==> config.mk <==
export PLATFORM = sky130hd
export DESIGN_NAME = calendar_gps_time_converter
export DESIGN_NICKNAME = d
export VERILOG_FILES = /design/src/design/cgt_pkg.sv /design/src/design/cgt_cal2gps.sv /design/src/design/cgt_gps2cal.sv /design/src/design/calendar_gps_time_converter.sv
export SDC_FILE = /design/constraint.sdc
export NUM_CORES = 2
export LEC_CHECK = 0
export BUFFER_PORTS_ARGS = -buffer_cell sky130_fd_sc_hd__buf_2
export CORE_ASPECT_RATIO = 0.7
export CORE_MARGIN = 5
export CORE_UTILIZATION = 30
export CTS_BUF_LIST = sky130_fd_sc_hd__clkbuf_16
export CTS_CLUSTER_DIAMETER = 120
export DETAILED_ROUTE_END_ITERATION = 8
export GPL_ROUTABILITY_DRIVEN = 0
export PLACE_DENSITY_LB_ADDON = 0.3
export SLEW_MARGIN = 20
export SYNTH_ARGS = -nofsm -noshare
export SYNTH_HDL_FRONTEND = slang
export SYNTH_HIERARCHICAL = 1
export SYNTH_SLANG_ARGS = --single-unit
==> constraint.sdc <==
create_clock -name clk -period 12.38 [get_ports clk]
set_input_delay 0.619 -clock clk [delete_from_list [all_inputs] [get_ports clk]]
set_output_delay 0.619 -clock clk [all_outputs]
set_load 0.03 [all_outputs]
==> src/design/cgt_pkg.sv <==
`timescale 1ns / 1ps
// ----------------------------------------------------------------------------
// cgt_pkg
// Types, constants and tables shared by the calendar / GPS time converter.
// ----------------------------------------------------------------------------
package cgt_pkg;

	localparam int FRAC_BITS = 16;

	// One day in fixed-point seconds.
	localparam longint DAY_FX = 64'd86400 * (64'd1 << FRAC_BITS);

	// GPS epoch MJD plus the MJD offset of the Julian-day formula.
	localparam int CAL_DAY_OFS = 679019 + 44244;

	typedef struct packed {
		logic        req_type;
		logic [11:0] year;
		logic [3:0]  month;
		logic [4:0]  day;
		logic [4:0]  hour;
		logic [5:0]  minute;
		logic [21:0] second_fx;
		logic [12:0] gps_week;
		logic [35:0] week_seconds_fx;
	} cgt_req_t;

	typedef struct packed {
		logic [11:0] out_year;
		logic [3:0]  out_month;
		logic [4:0]  out_day;
		logic [4:0]  out_hour;
		logic [5:0]  out_minute;
		logic [21:0] out_second_fx;
		logic [2:0]  weekday;
		logic [12:0] out_week;
		logic [35:0] out_week_seconds_fx;
		logic        month_error;
	} cgt_rsp_t;

	// floor(30.6001 * k)
	function automatic logic [9:0] cgt_mterm(input logic [4:0] k);
		logic [9:0] v;
		case (k)
			5'd1:    v = 10'd30;
			5'd2:    v = 10'd61;
			5'd3:    v = 10'd91;
			5'd4:    v = 10'd122;
			5'd5:    v = 10'd153;
			5'd6:    v = 10'd183;
			5'd7:    v = 10'd214;
			5'd8:    v = 10'd244;
			5'd9:    v = 10'd275;
			5'd10:   v = 10'd306;
			5'd11:   v = 10'd336;
			5'd12:   v = 10'd367;
			5'd13:   v = 10'd397;
			5'd14:   v = 10'd428;
			5'd15:   v = 10'd459;
			5'd16:   v = 10'd489;
			5'd17:   v = 10'd520;
			5'd18:   v = 10'd550;
			5'd19:   v = 10'd581;
			5'd20:   v = 10'd612;
			default: v = 10'd0;
		endcase
		return v;
	endfunction

endpackage

==> src/design/cgt_cal2gps.sv <==
`timescale 1ns / 1ps
// ----------------------------------------------------------------------------
// cgt_cal2gps
// Calendar date and time to GPS week and seconds of week, five stages.
// ----------------------------------------------------------------------------
module cgt_cal2gps
	import cgt_pkg::*;
(
	input  logic     clk,
	input  logic     arst_n,
	input  logic     in_valid,
	input  cgt_req_t req,
	output logic     out_valid,
	output cgt_rsp_t rsp
);

	localparam logic [33:0] DAY34 = 34'(DAY_FX);

	logic vld_s1, vld_s2, vld_s3, vld_s4, vld_s5;

	// stage 1: month fold, month table, hour/minute seconds
	logic               err_c;
	logic signed [12:0] y_c;
	logic [4:0]         madj_c;
	logic signed [12:0] y_s1;
	logic [9:0]         mt_s1;
	logic [4:0]         day_s1;
	logic [16:0]        hm_s1;
	logic [21:0]        sec_s1;
	logic               err_s1;

	always_comb begin
		err_c = (req.month == 4'd0) || (req.month > 4'd12);
		if (req.month < 4'd3) begin
			y_c    = $signed({1'b0, req.year} - 13'd1);
			madj_c = 5'(req.month) + 5'd12;
		end else begin
			y_c    = $signed({1'b0, req.year});
			madj_c = 5'(req.month);
		end
	end

	always_ff @(posedge clk) begin
		y_s1   <= y_c;
		mt_s1  <= cgt_mterm(madj_c + 5'd1);
		day_s1 <= req.day;
		hm_s1  <= 17'(req.hour) * 17'd3600 + 17'(req.minute) * 17'd60;
		sec_s1 <= req.second_fx;
		err_s1 <= err_c;
	end

	// stage 2: day count from the GPS epoch, fixed-point seconds of day
	logic signed [23:0] yp_c, dterm_c;
	logic [23:0]        d_s2;
	logic [33:0]        sod_s2;
	logic               err_s2;

	always_comb begin
		yp_c    = 24'(y_s1) * 24'sd1461;
		dterm_c = yp_c >>> 2;
	end

	always_ff @(posedge clk) begin
		d_s2   <= dterm_c + 24'(mt_s1) + 24'(day_s1) - 24'(CAL_DAY_OFS);
		sod_s2 <= (34'(hm_s1) << FRAC_BITS) + 34'(sec_s1);
		err_s2 <= err_s1;
	end

	// stage 3: seconds past one day carry into the day count
	logic        carry_c;
	logic [23:0] d3_c;
	logic [20:0] dn_s3;
	logic [32:0] sod_s3;
	logic        neg_s3, err_s3;

	always_comb begin
		carry_c = sod_s2 >= DAY34;
		d3_c    = d_s2 + 24'(carry_c);
	end

	always_ff @(posedge clk) begin
		dn_s3  <= d3_c[20:0];
		neg_s3 <= d3_c[23];
		sod_s3 <= carry_c ? 33'(sod_s2 - DAY34) : sod_s2[32:0];
		err_s3 <= err_s2;
	end

	// stage 4: days / 7 by reciprocal
	logic [42:0] qp_s4;
	logic [20:0] dn_s4;
	logic [32:0] sod_s4;
	logic        neg_s4, err_s4;

	always_ff @(posedge clk) begin
		qp_s4  <= 43'(dn_s3) * 43'd2396746;
		dn_s4  <= dn_s3;
		sod_s4 <= sod_s3;
		neg_s4 <= neg_s3;
		err_s4 <= err_s3;
	end

	// stage 5: week and day within week
	logic [18:0] q_c;
	logic [21:0] q7_c;
	logic [12:0] wk_s5;
	logic [2:0]  r_s5;
	logic [32:0] sod_s5;
	logic        zero_s5, err_s5;

	always_comb begin
		q_c  = qp_s4[42:24];
		q7_c = 22'(q_c) * 22'd7;
	end

	always_ff @(posedge clk) begin
		wk_s5   <= q_c[12:0];
		r_s5    <= 3'(dn_s4 - q7_c[20:0]);
		sod_s5  <= sod_s4;
		zero_s5 <= neg_s4 | err_s4;
		err_s5  <= err_s4;
	end

	always_ff @(posedge clk or negedge arst_n) begin
		if (!arst_n) begin
			vld_s1 <= 1'b0;
			vld_s2 <= 1'b0;
			vld_s3 <= 1'b0;
			vld_s4 <= 1'b0;
			vld_s5 <= 1'b0;
		end else begin
			vld_s1 <= in_valid;
			vld_s2 <= vld_s1;
			vld_s3 <= vld_s2;
			vld_s4 <= vld_s3;
			vld_s5 <= vld_s4;
		end
	end

	always_comb begin
		rsp         = '0;
		rsp.month_error = err_s5;
		if (!zero_s5) begin
			rsp.out_week            = wk_s5;
			rsp.out_week_seconds_fx = 36'(r_s5) * 36'(DAY_FX) + 36'(sod_s5);
		end
		out_valid = vld_s5;
	end

endmodule

==> src/design/cgt_gps2cal.sv <==
`timescale 1ns / 1ps
// ----------------------------------------------------------------------------
// cgt_gps2cal
// GPS week and seconds of week to calendar date, time and weekday, five stages.
// ----------------------------------------------------------------------------
module cgt_gps2cal
	import cgt_pkg::*;
(
	input  logic     clk,
	input  logic     arst_n,
	input  logic     in_valid,
	input  cgt_req_t req,
	output logic     out_valid,
	output cgt_rsp_t rsp
);

	localparam int SEC_W = 36 - FRAC_BITS;

	logic vld_s1, vld_s2, vld_s3, vld_s4, vld_s5;

	// stage 1: whole days inside the seconds of week (S / 86400 = (S >> 7) / 675)
	logic [SEC_W-1:0]     s_c;
	logic [26:0]          dqp_c;
	logic [3:0]           dq_s1;
	logic [15:0]          w7_s1;
	logic [SEC_W-1:0]     sec_s1;
	logic [FRAC_BITS-1:0] frac_s1;

	always_comb begin
		s_c   = req.week_seconds_fx[35:FRAC_BITS];
		dqp_c = 27'(s_c >> 7) * 27'd12428;
	end

	always_ff @(posedge clk) begin
		dq_s1   <= dqp_c[26:23];
		w7_s1   <= 16'(req.gps_week) * 16'd7;
		sec_s1  <= s_c;
		frac_s1 <= req.week_seconds_fx[FRAC_BITS-1:0];
	end

	// stage 2: day count, seconds of day, year-count numerator
	logic [16:0]          dayn_c;
	logic [16:0]          dayn_s2, sodi_s2;
	logic [22:0]          nc_s2;
	logic [FRAC_BITS-1:0] frac_s2;

	assign dayn_c = 17'(w7_s1) + 17'(dq_s1);

	always_ff @(posedge clk) begin
		dayn_s2 <= dayn_c;
		sodi_s2 <= 17'(21'(sec_s1) - 21'(dq_s1) * 21'd86400);
		nc_s2   <= 23'(dayn_c) * 23'd100 + 23'd31115;
		frac_s2 <= frac_s1;
	end

	// stage 3: reciprocal products
	logic [46:0]          cp_s3;
	logic [33:0]          wp_s3;
	logic [34:0]          hp_s3;
	logic [16:0]          dayn_s3, dw_s3, sodi_s3;
	logic [FRAC_BITS-1:0] frac_s3;

	always_ff @(posedge clk) begin
		cp_s3   <= 47'(nc_s2) * 47'd15051494;
		wp_s3   <= 34'(dayn_s2 + 17'd6) * 34'd149797;
		hp_s3   <= 35'(sodi_s2) * 35'd149131;
		dayn_s3 <= dayn_s2;
		dw_s3   <= dayn_s2 + 17'd6;
		sodi_s3 <= sodi_s2;
		frac_s3 <= frac_s2;
	end

	// stage 4: year count, weekday, hour, day within year
	logic [12:0]          c_c;
	logic [13:0]          wq_c;
	logic [4:0]           h_c;
	logic [23:0]          d_c;
	logic [21:0]          b_c;
	logic [12:0]          c_s4;
	logic [2:0]           wd_s4;
	logic [4:0]           h_s4;
	logic [11:0]          r1_s4;
	logic [9:0]           x_s4;
	logic [FRAC_BITS-1:0] frac_s4;

	always_comb begin
		c_c  = 13'd6695 + 13'(cp_s3[46:39]);
		wq_c = wp_s3[33:20];
		h_c  = hp_s3[33:29];
		d_c  = (24'(c_c) * 24'd1461) >> 2;
		b_c  = 22'(dayn_s3) + 22'd2445782;
	end

	always_ff @(posedge clk) begin
		c_s4    <= c_c;
		wd_s4   <= 3'(dw_s3 - 17'(wq_c) * 17'd7) + 3'd1;
		h_s4    <= h_c;
		r1_s4   <= 12'(sodi_s3 - 17'(h_c) * 17'd3600);
		x_s4    <= 10'(b_c - d_c[21:0]);
		frac_s4 <= frac_s3;
	end

	// stage 5: month index by threshold count, minute product
	logic [4:0]           e_c;
	logic [4:0]           e_s5;
	logic [24:0]          mp_s5;
	logic [9:0]           x_s5;
	logic [12:0]          c_s5;
	logic [4:0]           h_s5;
	logic [11:0]          r1_s5;
	logic [2:0]           wd_s5;
	logic [FRAC_BITS-1:0] frac_s5;

	always_comb begin
		e_c = '0;
		for (int k = 1; k <= 20; k++) begin
			if (x_s4 > cgt_mterm(5'(k)))
				e_c = e_c + 5'd1;
		end
	end

	always_ff @(posedge clk) begin
		e_s5    <= e_c;
		mp_s5   <= 25'(r1_s4) * 25'd4370;
		x_s5    <= x_s4;
		c_s5    <= c_s4;
		h_s5    <= h_s4;
		r1_s5   <= r1_s4;
		wd_s5   <= wd_s4;
		frac_s5 <= frac_s4;
	end

	always_ff @(posedge clk or negedge arst_n) begin
		if (!arst_n) begin
			vld_s1 <= 1'b0;
			vld_s2 <= 1'b0;
			vld_s3 <= 1'b0;
			vld_s4 <= 1'b0;
			vld_s5 <= 1'b0;
		end else begin
			vld_s1 <= in_valid;
			vld_s2 <= vld_s1;
			vld_s3 <= vld_s2;
			vld_s4 <= vld_s3;
			vld_s5 <= vld_s4;
		end
	end

	// output: day, month, year, minute and seconds
	logic [3:0] mo_c;
	logic [5:0] mi_c;

	always_comb begin
		mo_c = (e_s5 >= 5'd14) ? 4'(e_s5 - 5'd13) : 4'(e_s5 - 5'd1);
		mi_c = mp_s5[23:18];
		rsp               = '0;
		rsp.out_year      = 12'(c_s5 - 13'd4715 - 13'(mo_c >= 4'd3));
		rsp.out_month     = mo_c;
		rsp.out_day       = 5'(x_s5 - cgt_mterm(e_s5));
		rsp.out_hour      = h_s5;
		rsp.out_minute    = mi_c;
		rsp.out_second_fx = {6'(r1_s5 - 12'(mi_c) * 12'd60), frac_s5};
		rsp.weekday       = wd_s5;
		out_valid         = vld_s5;
	end

endmodule

==> src/design/calendar_gps_time_converter.sv <==
`timescale 1ns / 1ps
// ----------------------------------------------------------------------------
// calendar_gps_time_converter
// Done follows start through either five-stage chain and the output register.
// Throughput: one conversion per cycle; busy stays low.
// Reset clears the valid bits of both pipelines and the done strobe.
// ----------------------------------------------------------------------------
module calendar_gps_time_converter
	import cgt_pkg::*;
(
	input  logic     clk,
	input  logic     arst_n,
	input  logic     start,
	output logic     busy,
	input  cgt_req_t req,
	output logic     done,
	output cgt_rsp_t rsp
);

	logic     cal_vld, gps_vld;
	cgt_rsp_t cal_rsp, gps_rsp;
	logic     done_q;
	cgt_rsp_t rsp_q;

	assign busy = 1'b0;

	cgt_cal2gps u_cal2gps (
		.clk       (clk),
		.arst_n    (arst_n),
		.in_valid  (start & ~req.req_type),
		.req       (req),
		.out_valid (cal_vld),
		.rsp       (cal_rsp)
	);

	cgt_gps2cal u_gps2cal (
		.clk       (clk),
		.arst_n    (arst_n),
		.in_valid  (start & req.req_type),
		.req       (req),
		.out_valid (gps_vld),
		.rsp       (gps_rsp)
	);

	always_ff @(posedge clk or negedge arst_n) begin
		if (!arst_n) begin
			done_q <= 1'b0;
		end else begin
			done_q <= cal_vld | gps_vld;
		end
	end

	always_ff @(posedge clk) begin
		rsp_q <= cal_vld ? cal_rsp : gps_rsp;
	end

	assign done = done_q;
	assign rsp  = rsp_q;

endmodule
==> results.md <==
* Register area share after synthesis at 24.4%
* Max Slew Vio Count at 0
* Worst endpoint required time at 12940 ps
* Share of flip-flops with an asynchronous set or reset at 1.58%
* Final Cycle Share at 94.1%
* Ys flop type: dfxtp_1
* Startpoint types: flip-flop
* Peak Freq at 0.0858 GHz
* Port bufs at 214
* GRT Overall Usage at 12.1%
* Min Tclk post-route at 11650 ps
* Crit Path Class: flip-flop to flip-flop
* CTS H-tree depth at 3
* Setup TNS at 0 ps
* Layout cells sized above 1 at 10.2%
* Number of flops mapped to enable cells by yosys at 0
* CP peak stage delay at 390 ps
* Cells after Synth at 5419
* Mapped cell area at 0.0573 mm²
* Clock Path Buffers at 3
* Hold WC Path Type: primary input to flip-flop
* Root buffer cell: clkbuf_16
* Crit-path slowest cell: or3_4
* DP Wirelength at 98.0 mm
* CTS tree: built
* DRT iter0 DRCs at 1499
* Full die area at 0.200 mm²
* Initial Util at 30.1%
* Total congestion overflow at 0
* Worst R2R Setup Slack at 730 ps
* Synth Register Bits at 695
* Synth Warn # at 6
* Syn_area_per_cell at 10.6 µm²
* Max Cap Viol at 0
* Skew-Pair Late Insertion Delay at 690 ps
* Commonest non-fill, non-tap cells in the layout: inv_1 (1179), ha_1 (1156), dfxtp_1 (683)
* Die H at 376 µm
* Largest net degree at the start of global routing at 57
* Most used cell, CP: ha_1
* Antenna-violating nets left at 0
* DR WL/cell at 14.2 µm
* CP Capture Type: flip-flop
* Vias in the first global route at 36800
* Commonest non-fill, non-tap cell in the layout: inv_1
* Cell row count at 134
* RSZ-0062 raised after global routing: false
* Worst-margin pin slew at 1070 ps
* Outcome: finished clean
* Final nets at 7586
* Clock sinks at 695
* I/O pin total at 216
* Clock Skew at 47.1 ps
* Final Hold Fails at 0
* Final wirelength at 118 mm
* First-pass GRT wire length at 197 mm
* Initial antenna violation count at 13
* Die Wd at 533 µm
* Vias per cell at 4.20
* Synthesis-to-finish area growth at 12.5%
* Yosys cell types at 107
* CP Max Fanout at 5
* WP data arrival at 12210 ps
* Clock slew at reported path FFs at 60 ps
* CORE AREA at 0.190 mm²
* Vias at 35000
* Total CTS buffers at 76
* DRC at 0
* Final setup vio count at 0
* First-pass iteration count of the detailed router at 6
* Rel. slew slack at 28.5%
sequential cells by signal, indices dropped and copies added (netlist names), 20 cells and up, named ones only:
name              count
rsp                 107
u_cal2gps/sod_s2     34
u_cal2gps/sod_s3     33
u_cal2gps/sod_s4     33
u_cal2gps/sod_s5     33
u_cal2gps/d_s2       24
u_cal2gps/sec_s1     22
u_cal2gps/dn_s3      21
u_gps2cal/nc_s2      20
cells in the mapped netlist (9+ instances only):
cell type	number	share of area [%]
a211oi_1	14	0.18
a21o_1	91	1.2
a21oi_1	161	1.4
a31oi_1	16	0.17
and2_1	15	0.16
and3_1	40	0.44
buf_2	21	0.18
buf_4	117	1.5
clkbuf_1	13	0.085
dfrtp_1	11	0.48
dfxtp_1	684	24
fa_1	571	20
ha_1	1162	25
inv_1	1172	7.7
mux2_2	95	1.9
mux2_4	19	0.50
mux2i_1	13	0.23
nand2_1	110	0.72
nand2b_1	27	0.29
nand3_1	52	0.45
nand4_1	23	0.25
nor2_1	123	0.81
nor2b_1	73	0.80
nor3_1	52	0.45
nor4_1	10	0.11
o211ai_1	13	0.17
o21a_1	19	0.25
o21ai_0	90	0.79
o21bai_1	28	0.37
o22ai_1	9	0.098
or2_2	14	0.15
or3_1	10	0.11
xnor2_1	243	3.7
xor2_1	123	1.9
critical path, delay by kind of cell (launching register included):
kind	cells	cell delay, ps
fa+ha+maj	19	5350
simple gates	22	2930
compound gates	17	2190
mux	2	470
flops	1	330
buf+inv	3	210
layer usage:
metal / vias up / wire, µm / track usage (%) / part of all wire (%)
li1: 17900 / - / - / -
met1: 16500 / 65300 / 18.7 / 55
met2: 446 / 45700 / 17.2 / 39
met3: 97 / 5270 / 2.47 / 4.5
met4: 4 / 1700 / 2.31 / 1.4
met5: - / 25 / 0 / 0.021
worst paths after layout:
check / from / end / depth (start not counted)
max in group asynchronous: arst_n / u_cal2gps/out_valid / 2
hold reg to reg: u_cal2gps/sod_s3[24] / u_cal2gps/sod_s4[24] / 0
min in group asynchronous: arst_n / u_cal2gps/out_valid / 2
setup reg to reg: u_gps2cal/x_s4[9] / flip-flop / 63
hold / removal: req[103] / u_cal2gps/vld_s1 / 2
setup / recovery: u_gps2cal/x_s4[9] / flip-flop / 63
final cells by class:
cell class                      count  area, µm²
Antenna cell                       11       27.5
Clock buffer                       76       1900
Clock inverter                     63        769
Fill cell                       19100     126000
Inverter                         1176       4410
Multi-Input combinational cell   3493      38400
Sequential cell                   695      14000
Tap cell                         2516       3150
Timing Repair Buffer              304       1870
repair_timing:
action | in CTS | in global routing
hold buffers | 51 | 0
endpoints found under the setup margin | 4 | 9
hold endpoints to repair | 61 | 0
resized for setup | 1 | 31
pin swaps | 0 | 10
buffers inserted | 0 | 4
per-stage QoR:
stage                     setup slack, ps  hold WS, ps  instances  area, µm²  util, %
final                                 731          101       8334      64500     33.9
after global routing                 20.8         38.4       8327      64500     33.9
after CTS                            21.4         3.42       8319      64300     33.8
after detailed placement             31.4          312       8129      61100     32.1
after global placement                205          310       8129      61100     32.1
after floorplan                       402          310       5524      57700        -
cells by family after synthesis:
group                      Yosys count  share of synthesized area, %
adders and majority gates         1733                          45.3
buffers and inverters             1336                          9.65
DFF                                695                          24.4
and+or+nand+nor                    590                          5.37
AOI/OAI and AO/OA                  550                          6.43
xor gates and xnor gates           385                          6.29
muxes                              127                          2.59
other                                3                        0.0196
Power is left out: the tool's default activity adds up to more than one toggle a clock period on the data nets, which glitch-free logic cannot reach.
